File: config.mk
export PLATFORM = sky130hd
export DESIGN_NAME = rc_mode_switch_toggle_decoder
export DESIGN_NICKNAME = d
export VERILOG_FILES = /design/src/rcmsw_pkg.sv /design/src/rc_mode_switch_toggle_decoder.sv /design/src/rcmsw_toggle_fsm.sv
export SDC_FILE = /design/constraint.sdc
export NUM_CORES = 1
export LEC_CHECK = 0
export BUFFER_PORTS_ARGS = -buffer_cell sky130_fd_sc_hd__buf_2
export CAP_MARGIN = 30
export CORE_ASPECT_RATIO = 1.5
export CORE_UTILIZATION = 60
export DETAILED_ROUTE_END_ITERATION = 8
export GPL_ROUTABILITY_DRIVEN = 0
export PLACE_DENSITY_LB_ADDON = 0.05
export SLEW_MARGIN = 20
export SYNTH_ARGS = -nofsm -noshare
export SYNTH_HDL_FRONTEND = slang
export SYNTH_SLANG_ARGS = --single-unit
File: constraint.sdc
create_clock -name clk_i -period 4.7 [get_ports clk_i]
set_input_delay 0.705 -clock clk_i [delete_from_list [all_inputs] [get_ports clk_i]]
set_output_delay 0.705 -clock clk_i [all_outputs]
set_load 0.005 [all_outputs]
File: src/rcmsw_pkg.sv
`timescale 1ns / 1ps
// Shared types and constants for the mode switch toggle decoder.
// No dependencies; used by rcmsw_toggle_fsm and the top level.
package rcmsw_pkg;

  // Bits of the pulse width that the decoder looks at.
  localparam int unsigned PulseBits = 16;

  localparam int unsigned CfgIdxBits = 3;
  localparam int unsigned CfgDataBits = 16;

  typedef enum logic [CfgIdxBits-1:0] {
    CfgThresholdLow  = 3'd0,
    CfgThresholdHigh = 3'd1,
    CfgToggleTimeout = 3'd2,
    CfgTwoPosition   = 3'd3,
    CfgDatalinkMode  = 3'd4
  } cfg_idx_e;

  typedef enum logic [1:0] {
    ModeManual = 2'd0,
    ModeStab   = 2'd1,
    ModeAuto   = 2'd2
  } mode_e;

  // Toggle machine phases, one-hot.
  typedef enum logic [11:0] {
    PhEntManLt  = 12'b0000_0000_0001,
    PhManLt     = 12'b0000_0000_0010,
    PhEntStabLt = 12'b0000_0000_0100,
    PhStabLt    = 12'b0000_0000_1000,
    PhEntManT1  = 12'b0000_0001_0000,
    PhManT1     = 12'b0000_0010_0000,
    PhEntStabT1 = 12'b0000_0100_0000,
    PhStabT1    = 12'b0000_1000_0000,
    PhManT2     = 12'b0001_0000_0000,
    PhEntManT2  = 12'b0010_0000_0000,
    PhEntAuto   = 12'b0100_0000_0000,
    PhAuto      = 12'b1000_0000_0000
  } phase_e;

  // Settings the toggle machine needs from the register file.
  typedef struct packed {
    logic [PulseBits-1:0] threshold_low;
    logic [15:0]          toggle_timeout;
    logic                 datalink_mode;
  } tog_cfg_t;

endpackage

File: src/rc_mode_switch_toggle_decoder.sv
`timescale 1ns / 1ps
// RC flight-mode switch decoder: toggle-sequence or three-position decoding,
// failsafe hold and radio-loss handling. Depends on rcmsw_pkg, rcmsw_toggle_fsm.
// Pipeline: an accepted input beat is captured in the input register, then moves
// on to the result register. Throughput: one tick per cycle while out_stall_i is low.
// Reset: asynchronous, active low; restores register defaults, manual mode,
// clears the hold and latched requests and empties both pipeline stages.
module rc_mode_switch_toggle_decoder (
  input  logic                            clk_i,
  input  logic                            rst_ni,
  // tick input channel
  input  logic                            in_valid_i,
  output logic                            in_stall_o,
  input  logic [15:0]                     pulse_width_i,
  input  logic                            link_up_i,
  input  logic                            hold_set_i,
  // result channel
  output logic                            out_valid_o,
  input  logic                            out_stall_i,
  output logic                            manual_request_o,
  output logic                            stabilize_request_o,
  output logic                            home_request_o,
  output logic                            hold_active_o,
  output logic [1:0]                      decoded_mode_o,
  // configuration write channel
  input  logic                            cfg_valid_i,
  output logic                            cfg_ready_o,
  input  logic [rcmsw_pkg::CfgIdxBits-1:0]  cfg_index_i,
  input  logic [rcmsw_pkg::CfgDataBits-1:0] cfg_data_i
);

  // ---------------------------------------------------------------------------
  // Configuration registers. Writes are always taken.
  // ---------------------------------------------------------------------------
  logic [15:0] thr_low_q, thr_high_q, timeout_q;
  logic        two_pos_q, datalink_q;
  logic        cfg_wr;

  assign cfg_ready_o = 1'b1;
  assign cfg_wr      = cfg_valid_i && cfg_ready_o;

  always_ff @(posedge clk_i or negedge rst_ni) begin
    if (!rst_ni) begin
      thr_low_q  <= 16'd3000;
      thr_high_q <= 16'd3500;
      timeout_q  <= 16'd20;
      two_pos_q  <= 1'b1;
      datalink_q <= 1'b0;
    end else if (cfg_wr) begin
      unique case (cfg_index_i)
        rcmsw_pkg::CfgThresholdLow:  thr_low_q  <= cfg_data_i;
        rcmsw_pkg::CfgThresholdHigh: thr_high_q <= cfg_data_i;
        rcmsw_pkg::CfgToggleTimeout: timeout_q  <= cfg_data_i;
        rcmsw_pkg::CfgTwoPosition:   two_pos_q  <= cfg_data_i[0];
        rcmsw_pkg::CfgDatalinkMode:  datalink_q <= cfg_data_i[0];
        default: ; // drop writes to unmapped indexes
      endcase
    end
  end

  // ---------------------------------------------------------------------------
  // Input register stage. Hold the beat while the result side is full.
  // ---------------------------------------------------------------------------
  logic                          s1_valid_q, s1_valid_d;
  logic [rcmsw_pkg::PulseBits-1:0] pw_q;
  logic                          radio_q, hold_set_q;
  logic                          in_take, adv;
  logic                          out_valid_q, out_valid_d;

  // Advance the tick into the result register when that slot frees up.
  assign adv        = s1_valid_q && (!out_valid_q || !out_stall_i);
  assign in_stall_o = s1_valid_q && !adv;
  assign in_take    = in_valid_i && !in_stall_o;
  assign s1_valid_d = in_take || (s1_valid_q && !adv);

  always_ff @(posedge clk_i or negedge rst_ni) begin
    if (!rst_ni) begin
      s1_valid_q <= 1'b0;
    end else begin
      s1_valid_q <= s1_valid_d;
    end
  end

  always_ff @(posedge clk_i) begin
    if (in_take) begin
      pw_q       <= pulse_width_i[rcmsw_pkg::PulseBits-1:0];
      radio_q    <= link_up_i;
      hold_set_q <= hold_set_i;
    end
  end

  // ---------------------------------------------------------------------------
  // Toggle machine: stepped once per advancing tick, only in two-position mode.
  // ---------------------------------------------------------------------------
  rcmsw_pkg::tog_cfg_t tog_cfg;
  rcmsw_pkg::mode_e    mode_next;

  assign tog_cfg.threshold_low  = thr_low_q[rcmsw_pkg::PulseBits-1:0];
  assign tog_cfg.toggle_timeout = timeout_q;
  assign tog_cfg.datalink_mode  = datalink_q;

  rcmsw_toggle_fsm u_toggle_fsm (
    .clk_i       (clk_i),
    .rst_ni      (rst_ni),
    .step_i      (adv),
    .run_i       (two_pos_q),
    .pulse_i     (pw_q),
    .cfg_i       (tog_cfg),
    .mode_next_o (mode_next)
  );

  // ---------------------------------------------------------------------------
  // Request flags: machine first, then threshold decode, hold and radio loss.
  // req bits: [0] manual, [1] stabilize, [2] home.
  // ---------------------------------------------------------------------------
  logic [2:0] req_dec, req_out;
  logic [2:0] latched_q, latched_d;
  logic       hold_q, hold_d, hold_in;

  always_comb begin
    if (two_pos_q) begin
      case (mode_next)
        rcmsw_pkg::ModeAuto: req_dec = 3'b100;
        rcmsw_pkg::ModeStab: req_dec = 3'b010;
        default:             req_dec = 3'b001; // code 3 reads as manual
      endcase
    end else if (pw_q > thr_high_q[rcmsw_pkg::PulseBits-1:0]) begin
      req_dec = 3'b100;
    end else if (pw_q > thr_low_q[rcmsw_pkg::PulseBits-1:0]) begin
      req_dec = 3'b010;
    end else begin
      req_dec = datalink_q ? 3'b010 : 3'b001;
    end
  end

  assign hold_in = hold_q || hold_set_q;

  always_comb begin
    req_out   = req_dec;
    latched_d = latched_q;
    hold_d    = hold_in;
    if (!radio_q) begin
      // Radio lost: request home, leave the latch alone; a new hold request still sets the hold.
      req_out = 3'b100;
    end else if (hold_in) begin
      if (req_dec == latched_q) begin
        req_out = 3'b000;
      end else begin
        // Switch pattern changed: release the hold.
        latched_d = req_dec;
        hold_d    = 1'b0;
      end
    end else begin
      latched_d = req_dec;
    end
  end

  always_ff @(posedge clk_i or negedge rst_ni) begin
    if (!rst_ni) begin
      hold_q    <= 1'b0;
      latched_q <= '0;
    end else if (adv) begin
      hold_q    <= hold_d;
      latched_q <= latched_d;
    end
  end

  // ---------------------------------------------------------------------------
  // Result register.
  // ---------------------------------------------------------------------------
  logic [2:0] req_q;
  logic       hold_out_q;
  logic [1:0] mode_out_q;

  assign out_valid_d = adv || (out_valid_q && out_stall_i);

  always_ff @(posedge clk_i or negedge rst_ni) begin
    if (!rst_ni) begin
      out_valid_q <= 1'b0;
    end else begin
      out_valid_q <= out_valid_d;
    end
  end

  always_ff @(posedge clk_i) begin
    if (adv) begin
      req_q      <= req_out;
      hold_out_q <= hold_d;
      mode_out_q <= mode_next;
    end
  end

  assign out_valid_o         = out_valid_q;
  assign manual_request_o    = req_q[0];
  assign stabilize_request_o = req_q[1];
  assign home_request_o      = req_q[2];
  assign hold_active_o       = hold_out_q;
  assign decoded_mode_o      = mode_out_q;

  // ---------------------------------------------------------------------------
  // Assertions
  // ---------------------------------------------------------------------------
  a_req_onehot0: assert property (@(posedge clk_i) disable iff (!rst_ni)
    out_valid_o |-> $onehot0({manual_request_o, stabilize_request_o, home_request_o}))
    else $error("more than one mode request asserted");

  a_mode_legal: assert property (@(posedge clk_i) disable iff (!rst_ni)
    out_valid_o |-> (decoded_mode_o != 2'd3))
    else $error("decoded mode holds an unused code");

  a_stall_only_full: assert property (@(posedge clk_i) disable iff (!rst_ni)
    in_stall_o |-> (s1_valid_q && out_valid_q && out_stall_i))
    else $error("input stalled without a blocked result");

  a_hold_release: assert property (@(posedge clk_i) disable iff (!rst_ni)
    (adv && radio_q && hold_in && req_dec != latched_q) |=> !hold_q)
    else $error("hold not released on switch pattern change");

endmodule

File: src/rcmsw_toggle_fsm.sv
`timescale 1ns / 1ps
// Two-position toggle sequence machine with its inter-toggle tick counter.
// Depends on rcmsw_pkg.
module rcmsw_toggle_fsm (
  input  logic                          clk_i,
  input  logic                          rst_ni,
  input  logic                          step_i,
  input  logic                          run_i,
  input  logic [rcmsw_pkg::PulseBits-1:0] pulse_i,
  input  rcmsw_pkg::tog_cfg_t           cfg_i,
  output rcmsw_pkg::mode_e              mode_next_o
);

  rcmsw_pkg::phase_e phase_q, phase_d;
  rcmsw_pkg::mode_e  mode_q, mode_d;
  logic [15:0]       ticks_q, ticks_d;
  logic [15:0]       ticks_inc;
  logic              up, down, late;

  assign up        = pulse_i > cfg_i.threshold_low;
  assign down      = pulse_i < cfg_i.threshold_low;
  assign late      = ticks_q > cfg_i.toggle_timeout;
  // Saturate at full scale.
  assign ticks_inc = (ticks_q == 16'hFFFF) ? ticks_q : ticks_q + 16'd1;

  always_comb begin
    phase_d = phase_q;
    mode_d  = mode_q;
    ticks_d = ticks_q;
    unique case (phase_q) inside
      rcmsw_pkg::PhEntManLt: begin
        ticks_d = '0;
        mode_d  = rcmsw_pkg::ModeManual;
        phase_d = rcmsw_pkg::PhManLt;
      end
      rcmsw_pkg::PhManLt: begin
        if (up) phase_d = rcmsw_pkg::PhEntStabLt;
      end
      rcmsw_pkg::PhEntStabLt: begin
        ticks_d = '0;
        mode_d  = rcmsw_pkg::ModeStab;
        phase_d = rcmsw_pkg::PhStabLt;
      end
      rcmsw_pkg::PhStabLt: begin
        if (down && !cfg_i.datalink_mode) phase_d = rcmsw_pkg::PhEntManT1;
      end
      rcmsw_pkg::PhEntManT1, rcmsw_pkg::PhEntManT2: begin
        ticks_d = '0;
        if (cfg_i.datalink_mode) begin
          // Datalink: stay stabilized instead of entering a manual toggle.
          mode_d  = rcmsw_pkg::ModeStab;
          phase_d = rcmsw_pkg::PhStabT1;
        end else begin
          mode_d  = rcmsw_pkg::ModeManual;
          phase_d = (phase_q == rcmsw_pkg::PhEntManT1) ? rcmsw_pkg::PhManT1
                                                       : rcmsw_pkg::PhManT2;
        end
      end
      rcmsw_pkg::PhManT1: begin
        if (up) phase_d = rcmsw_pkg::PhEntStabT1;
        else if (late) phase_d = rcmsw_pkg::PhEntManLt;
        ticks_d = ticks_inc;
      end
      rcmsw_pkg::PhEntStabT1: begin
        ticks_d = '0;
        mode_d  = rcmsw_pkg::ModeStab;
        phase_d = rcmsw_pkg::PhStabT1;
      end
      rcmsw_pkg::PhStabT1: begin
        if (down) begin
          if (!cfg_i.datalink_mode) phase_d = rcmsw_pkg::PhEntManT2;
        end else if (late) begin
          phase_d = rcmsw_pkg::PhEntStabLt;
        end
        ticks_d = ticks_inc;
      end
      rcmsw_pkg::PhManT2: begin
        if (up) phase_d = rcmsw_pkg::PhEntAuto;
        else if (late) phase_d = rcmsw_pkg::PhEntManLt;
        ticks_d = ticks_inc;
      end
      rcmsw_pkg::PhEntAuto: begin
        ticks_d = '0;
        mode_d  = rcmsw_pkg::ModeAuto;
        phase_d = rcmsw_pkg::PhAuto;
      end
      rcmsw_pkg::PhAuto: begin
        if (down) phase_d = rcmsw_pkg::PhEntManLt;
      end
      default: phase_d = rcmsw_pkg::PhEntManLt;
    endcase
  end

  // Frozen mode reports the held request.
  assign mode_next_o = run_i ? mode_d : mode_q;

  always_ff @(posedge clk_i or negedge rst_ni) begin
    if (!rst_ni) begin
      phase_q <= rcmsw_pkg::PhManLt;
      mode_q  <= rcmsw_pkg::ModeManual;
      ticks_q <= '0;
    end else if (step_i && run_i) begin
      phase_q <= phase_d;
      mode_q  <= mode_d;
      ticks_q <= ticks_d;
    end
  end

endmodule
# [Word-level counts from Yosys, hierarchy flattened]
# Cells that the tools add are included.
[totals] regBits=110 inputBits=42 out_inout_bits=9 word_cells=108
[op_classes] addsub=1 order_cmp=4 eq_ne=27 n_mux=29 reduce_logical=29
[ops] cell="$pmux W12 S11" n=1
[ops] cell="$mux W12" n=10
[ops] cell="$gt A16 B16 Y1" n=3
[ops] cell="$pmux W16 S2" n=1
[ops] cell="$mux W3" n=6
[ops] cell="$add A16 B1 Y16 const B" n=1
[ops] cell="$eq A16 B16 Y1 const B" n=1
[ops] cell="$lt A16 B16 Y1" n=1
[ops] cell="$mux W16" n=1
[ops] cell="$eq A12 B1 Y1 const B" n=1
[ops] cell="$eq A12 B10 Y1 const B" n=1
[ops] cell="$eq A12 B11 Y1 const B" n=1
[ops] cell="$eq A12 B12 Y1 const B" n=1
[ops] cell="$eq A12 B2 Y1 const B" n=1
[ops] cell="$eq A12 B3 Y1 const B" n=1
[ops] cell="$eq A12 B4 Y1 const B" n=1
[ops] cell="$eq A12 B5 Y1 const B" n=1
[ops] cell="$eq A12 B6 Y1 const B" n=1
[ops] cell="$eq A12 B7 Y1 const B" n=1
[ops] cell="$eq A12 B8 Y1 const B" n=1
[ops] cell="$eq A12 B9 Y1 const B" n=1
[ops] cell="$reduce_and A2 Y1" n=5
[ops] cell="$mux W9" n=1
[ops] cell="$pmux W2 S4" n=1
[ops] cell="other kinds (23)" n=46

# [Logic depth before layout (Yosys ltp)]
[depth] depth_word=11 ltp_mapped=15 ltp_nobuf=15

# [Modules after synthesis]
# From an unflattened synthesis, not the netlist that was laid out.
[unflattened] hier_cells=655 hier_area_um2=6540.0
[modules_own_cells] module="rc_mode_switch_toggle_decoder" instances=1 cells_per_inst=325 area_per_inst_um2=3816.2 seq_area_each_um2=2143.3
[modules_own_cells] module="rcmsw_toggle_fsm" instances=1 cells_per_inst=330 area_per_inst_um2=2723.9 seq_area_each_um2=752.0

# [Least setup slack after synthesis]
# OpenSTA, ideal clock, no wires.
[synth_path] path_type="reg2reg" start="register u_toggle_fsm.phase_q[0]" end="register req_q[0], data pin" setup_ns=0.255 arrival_ns=3.052 required_time_ns=4.445 setup_slack_ns=1.393 stages_incl_launch_ff=14 path_buffers=0 period_less_slack_ns=3.307 path_cell_list="dfrtp_1 > nor4_2 > and3_1 > nand2_1 > nor2_1 > o21ai_0 > o31a_1 > a31oi_1 > mux2i_1 > ha_1 > o21ai_0 > xnor2_1 > or4_4 > and3_1"
[synth_between] elab_chain_len=10 elab_cells_between_ends=17 classes_between="9 x eq/ne; 6 x mux; 2 x reduce/logical"
[synth_rtl] element="start: declaration" line="rcmsw_toggle_fsm.sv:14" rtl="rcmsw_pkg::phase_e phase_q, phase_d;"
[synth_rtl] element="start signal: assignment" line="rcmsw_toggle_fsm.sv:99" rtl="phase_q <= rcmsw_pkg::PhManLt;"
[synth_rtl] element="start signal: assignment" line="rcmsw_toggle_fsm.sv:103" rtl="phase_q <= phase_d;"
[synth_rtl] element="$eq A12 B7 Y1 (no source line), or another cell as far along"
[synth_rtl] element="$reduce_or A2 Y1 (no source line)"
[synth_rtl] element="$pmux W2 S4 *" line="rcmsw_toggle_fsm.sv:30" rtl="unique case (phase_q) inside"
[synth_rtl] element="$mux W2 *" line="rcmsw_toggle_fsm.sv:95" rtl="assign mode_next_o = run_i ? mode_d : mode_q;"
[synth_rtl] element="$eq A2 B1 Y1 / $eq A2 B2 Y1 (equally long branches)" line="rc_mode_switch_toggle_decoder.sv:122" rtl="case (mode_next)"
[synth_rtl] element="$pmux W3 S2 *" line="rc_mode_switch_toggle_decoder.sv:122"
[synth_rtl] element="$mux W3 *" line="rc_mode_switch_toggle_decoder.sv:121" rtl="if (two_pos_q) begin"
[synth_rtl] element="$eq A3 B3 Y1" line="rc_mode_switch_toggle_decoder.sv:146" rtl="if (req_dec == latched_q) begin"
[synth_rtl] element="$mux W3" line="rc_mode_switch_toggle_decoder.sv:146"
[synth_rtl] element="$mux W3 *" line="rc_mode_switch_toggle_decoder.sv:145" rtl="end else if (hold_in) begin"
[synth_rtl] element="end signal: assignment" line="rc_mode_switch_toggle_decoder.sv:187" rtl="req_q <= req_out;"
[synth_rtl] element="end: declaration" line="rc_mode_switch_toggle_decoder.sv:171" rtl="logic [2:0] req_q;"
# Mark *: on every way between the ends. The rest lies on a longest branch, timed or not.
# A chain may end at the register's enable or synchronous reset.

# [Worst setup path in the final report]
[layout_path] start="register u_toggle_fsm.phase_q[3]" end="register req_q[1], data pin"
# The elaborated chain is that of the path after synthesis.

==> PnR_summary.wiki <==
{| class="wikitable"
! Metric !! Value
|-
| Result of the run || complete, no violations
|-
| Fraction of final layout cells with drive strength greater than 1 || 17.7%
|-
| NumNets Final || 760
|-
| Signed area change from the synthesized netlist to the final layout || 10.9%
|-
| Count of pins over their slew limit || 0
|-
| Crit. End Element || flop
|-
| Signal arrival time at the worst endpoint || 3.97 ns
|-
| Required time at the endpoint of the critical path || 4.80 ns
|-
| Die extent in y || 125 um
|-
| Skew final || 0.00651 ns
|-
| DR DRC count || 0
|-
| Area of the mapped netlist || 6070 um^2
|-
| Library cells used by synthesis || 65
|-
| Syn_nets || 713
|-
| Via count of the first global-routing pass || 4802
|-
| # rows || 44
|-
| Reg2reg setup slack || 0.83 ns
|-
| Final-layout setup total negative slack || 0 ns
|-
| All-layer global routing usage || 26.9%
|-
| Detailed-routing iteration count for the pre-antenna-repair pass || 4
|-
| Non-filler instance count after layout || 787
|-
| Drt first-iter violations || 269
|-
| Die X-Extent || 84.1 um
|-
| Highest clock rate || 0.258 GHz
|-
| Antenna violations before repair || 0
|-
| Compound-cell area share of the yosys netlist || 14.0%
|-
| Count of mapped cells out of synthesis || 620
|-
| Worst-Margin Slew || 0.820 ns
|-
| Design Power || 2990 uW
|-
| Quantity of I/O buffers inserted on ports || 49
|-
| Multi-input combinational cell area || 2880 um^2
|-
| Placed Cells incl. Taps || 770
|-
| Maximum capacitance violations || 0
|-
| Clk sinks || 110
|-
| Leakage Power || 0.00304 uW
|-
| Hold buffer count at CTS || 0
|-
| Synth Warn # || 0
|-
| Clock buffers created by TritonCTS || 9
|-
| Die area || 10500 um^2
|-
| Crit-path max FO || 6
|-
| Flip-flop cell with the highest count after synthesis || sky130_fd_sc_hd__dfrtp_1
|-
| Synthesized-area fraction occupied by adder cells || 10.5%
|-
| Dominant combinational cell family by area after synthesis || simple AND/OR/NAND/NOR gates
|-
| Element type at the critical path start || flop
|-
| Root Buffer Master || sky130_fd_sc_hd__clkbuf_16
|-
| Worst setup path class || flop to flop
|-
| Initial Util || 62.3%
|-
| Synth Area in Simple Gates || 18.6%
|-
| Final period utilization || 82.3%
|-
| Number of top-level pins || 51
|-
| Number of synthesized register bits || 110
|-
| Sequential cell area fraction in the yosys report || 47.7%
|-
| Top area cells in the synthesized netlist || sky130_fd_sc_hd__dfrtp_1 28%, sky130_fd_sc_hd__edfxtp_1 12%, sky130_fd_sc_hd__ha_1 11%, sky130_fd_sc_hd__dfstp_2 7.8%, sky130_fd_sc_hd__o21ai_0 5.3%
|-
| Post-CTS setup buffer count || 0
|-
| HPWL Detailed || 9760 um
|-
| Routed via count || 4676
|-
| Post-CTS clock slew at the launch and capture registers of the worst setup and hold paths || 0.07 ns
|-
| Share of flip-flops with an asynchronous set or reset || 78.2%
|-
| Count of final hold-check violations || 0
|-
| Slew HR || 45.3%
|-
| Min-Delay Path Class || input pin to asynchronous set/reset pin
|-
| Peak supply drop || 0.000353 V
|-
| Ratio of routed vias to standard cells || 5.94
|-
| Source-to-sink clock delay at the later pin of the worst-skew pair || 0.34 ns
|-
| Top-area cell type share of the netlist area || 28.0%
|-
| Unrepaired setup endpoints after global routing || false
|-
| Global-route wire length before repair || 22300 um
|-
| Pin count of the biggest net entering global routing || 45
|-
| Sequential cell area || 2900 um^2
|-
| Min Tclk post-route || 3.87 ns
|-
| Core utilization of the finished layout || 69.1%
|-
| Number of nets still failing antenna checks after routing || 0
|-
| Global route overflow || 0
|-
| Xor and xnor area share after synthesis || 2.45%
|-
| Layout fillers || 784
|-
| EDFF count, synth || 24
|-
| Count of antenna diodes in the layout || 0
|-
| Total Wirelength || 13100 um
|-
| Clock tree from TritonCTS || done
|-
| Cell type with the highest aggregate area in the netlist || sky130_fd_sc_hd__dfrtp_1
|-
| Post-CTS sizing || 0
|-
| Number of setup violations in the final report || 0
|-
| Proportion of synthesized area in mux cells || 1.84%
|-
| Power Density || 444 nW/um^2
|-
| Post-Syn Area per Cell || 9.79 um^2
|-
| Largest buffer count on any clock path || 2
|-
| Number of H-tree levels || 3
|-
| Floorplan core area || 9740 um^2
|-
| Mean routed wirelength per cell || 16.6 um
|}
[power by group]
group	switching [uW]	internal, uW
Clock	339	443
Combinational	563	366
Sequential	109	1170
Total	1010	1980
[stage by stage]
stage          cell area (um^2)  hold WS, ns  setup WS, ns
3_5_place_dp               6410        0.483         0.919
3_3_place_gp               6410        0.467          1.10
6_report                   6730        0.355         0.831
4_1_cts                    6730        0.367         0.895
2_1_floorplan              6070        0.409          1.39
5_1_grt                    6730        0.401         0.475
[synth_stat cells, types with 3 or more instances]
library cell and count:
sky130_fd_sc_hd__a21o_1 7, sky130_fd_sc_hd__buf_2 3, sky130_fd_sc_hd__dfrtp_1 68, sky130_fd_sc_hd__o21ai_0 64, sky130_fd_sc_hd__nor3b_1 8, sky130_fd_sc_hd__ha_1 51
sky130_fd_sc_hd__edfxtp_1 24, sky130_fd_sc_hd__mux2_2 9, sky130_fd_sc_hd__nor3_1 7, sky130_fd_sc_hd__o211ai_1 3, sky130_fd_sc_hd__nor4_1 10, sky130_fd_sc_hd__a21oi_1 28
sky130_fd_sc_hd__or2_2 3, sky130_fd_sc_hd__nor4_2 4, sky130_fd_sc_hd__a22o_1 4, sky130_fd_sc_hd__dfstp_2 18, sky130_fd_sc_hd__clkbuf_1 14, sky130_fd_sc_hd__nand2_1 83
sky130_fd_sc_hd__xnor2_1 14, sky130_fd_sc_hd__inv_1 59, sky130_fd_sc_hd__xor2_1 3, sky130_fd_sc_hd__nand2b_1 8, sky130_fd_sc_hd__a31oi_1 3, sky130_fd_sc_hd__nand4_1 12
sky130_fd_sc_hd__o21ai_1 4, sky130_fd_sc_hd__nand3_1 10, sky130_fd_sc_hd__nor2_1 41, sky130_fd_sc_hd__nor2b_1 6, sky130_fd_sc_hd__and3_1 7
[worst paths after layout]
path	to	start	depth (start not counted)
max	req_q[1]	u_toggle_fsm.phase_q[3]	12
min in group clk_i	out_valid_o	s1_valid_q	1
min	u_toggle_fsm.ticks_q[11]	rst_ni	1
min reg2reg	out_valid_o	s1_valid_q	1
max reg2reg	req_q[1]	u_toggle_fsm.phase_q[3]	12
max in group asynchronous	thr_low_q[3]	rst_ni	2
[critical path: stages (launching register included)]
cell                      delay, ns
sky130_fd_sc_hd__dfrtp_1       0.44
sky130_fd_sc_hd__nor4_2        0.51
sky130_fd_sc_hd__nand4_1       0.23
sky130_fd_sc_hd__nor3b_1       0.27
sky130_fd_sc_hd__o21ai_0       0.13
sky130_fd_sc_hd__o31a_1        0.16
sky130_fd_sc_hd__a31oi_1       0.28
sky130_fd_sc_hd__mux2i_1       0.14
sky130_fd_sc_hd__ha_1          0.21
sky130_fd_sc_hd__o21ai_0       0.32
sky130_fd_sc_hd__xnor2_1       0.16
sky130_fd_sc_hd__or4_4         0.58
sky130_fd_sc_hd__and3_1        0.20
[logic make-up (layout without fill, tap and decap cells)]
group | count (synthesis) | count (layout)
other | 1 | 1
adders and majority gates | 51 | 51
xor gates and xnor gates | 17 | 17
DFF | 110 | 110
buffers and inverters | 77 | 129
and+or+nand+nor | 219 | 219
muxes | 10 | 10
AOI/OAI and AO/OA | 135 | 135
[area by class of cell]
cell class                 instances  share of cell area, %
inverter                          59                   3.29
sequential                       110                   43.0
timing repair buffer              54                   4.24
multi-input combinational        433                   42.7
clock buffer                      11                   3.75
tap                              115                   2.14
clock inverter                     5                  0.855
[state kept, by name (all words and copies together), names as in the netlist]
name and count:
datalink_q 1, two_pos_q 1, timeout_q 16, thr_high_q 16, out_valid_o 1, hold_active_o 1
hold_q 1, hold_set_q 1, latched_q 3, s1_valid_q 1, u_toggle_fsm.phase_q 12, pw_q 16
u_toggle_fsm.ticks_q 16, u_toggle_fsm.mode_q 2, thr_low_q 16, req_q 3, decoded_mode_o 2, radio_q 1
[per-layer routing]
layer	global-route usage, %	vias up	share of wire (%)
li1	-	2254	-
met1	32.2	2282	42
met2	48.5	118	53
met3	4.03	22	3.1
met4	10.2	0	2.3
met5	0	-	0
[layout by cell type, fill, tap and decap left out, drive strengths merged, types with 18 or more instances in the layout]
cell type / instances
dfrtp: 68
o21ai: 69
edfxtp: 24
buf: 53
a21oi: 28
ha: 51
nor2: 42
inv: 59
nand2: 83
dfstp: 18
Power figures use the tool's default switching activity.
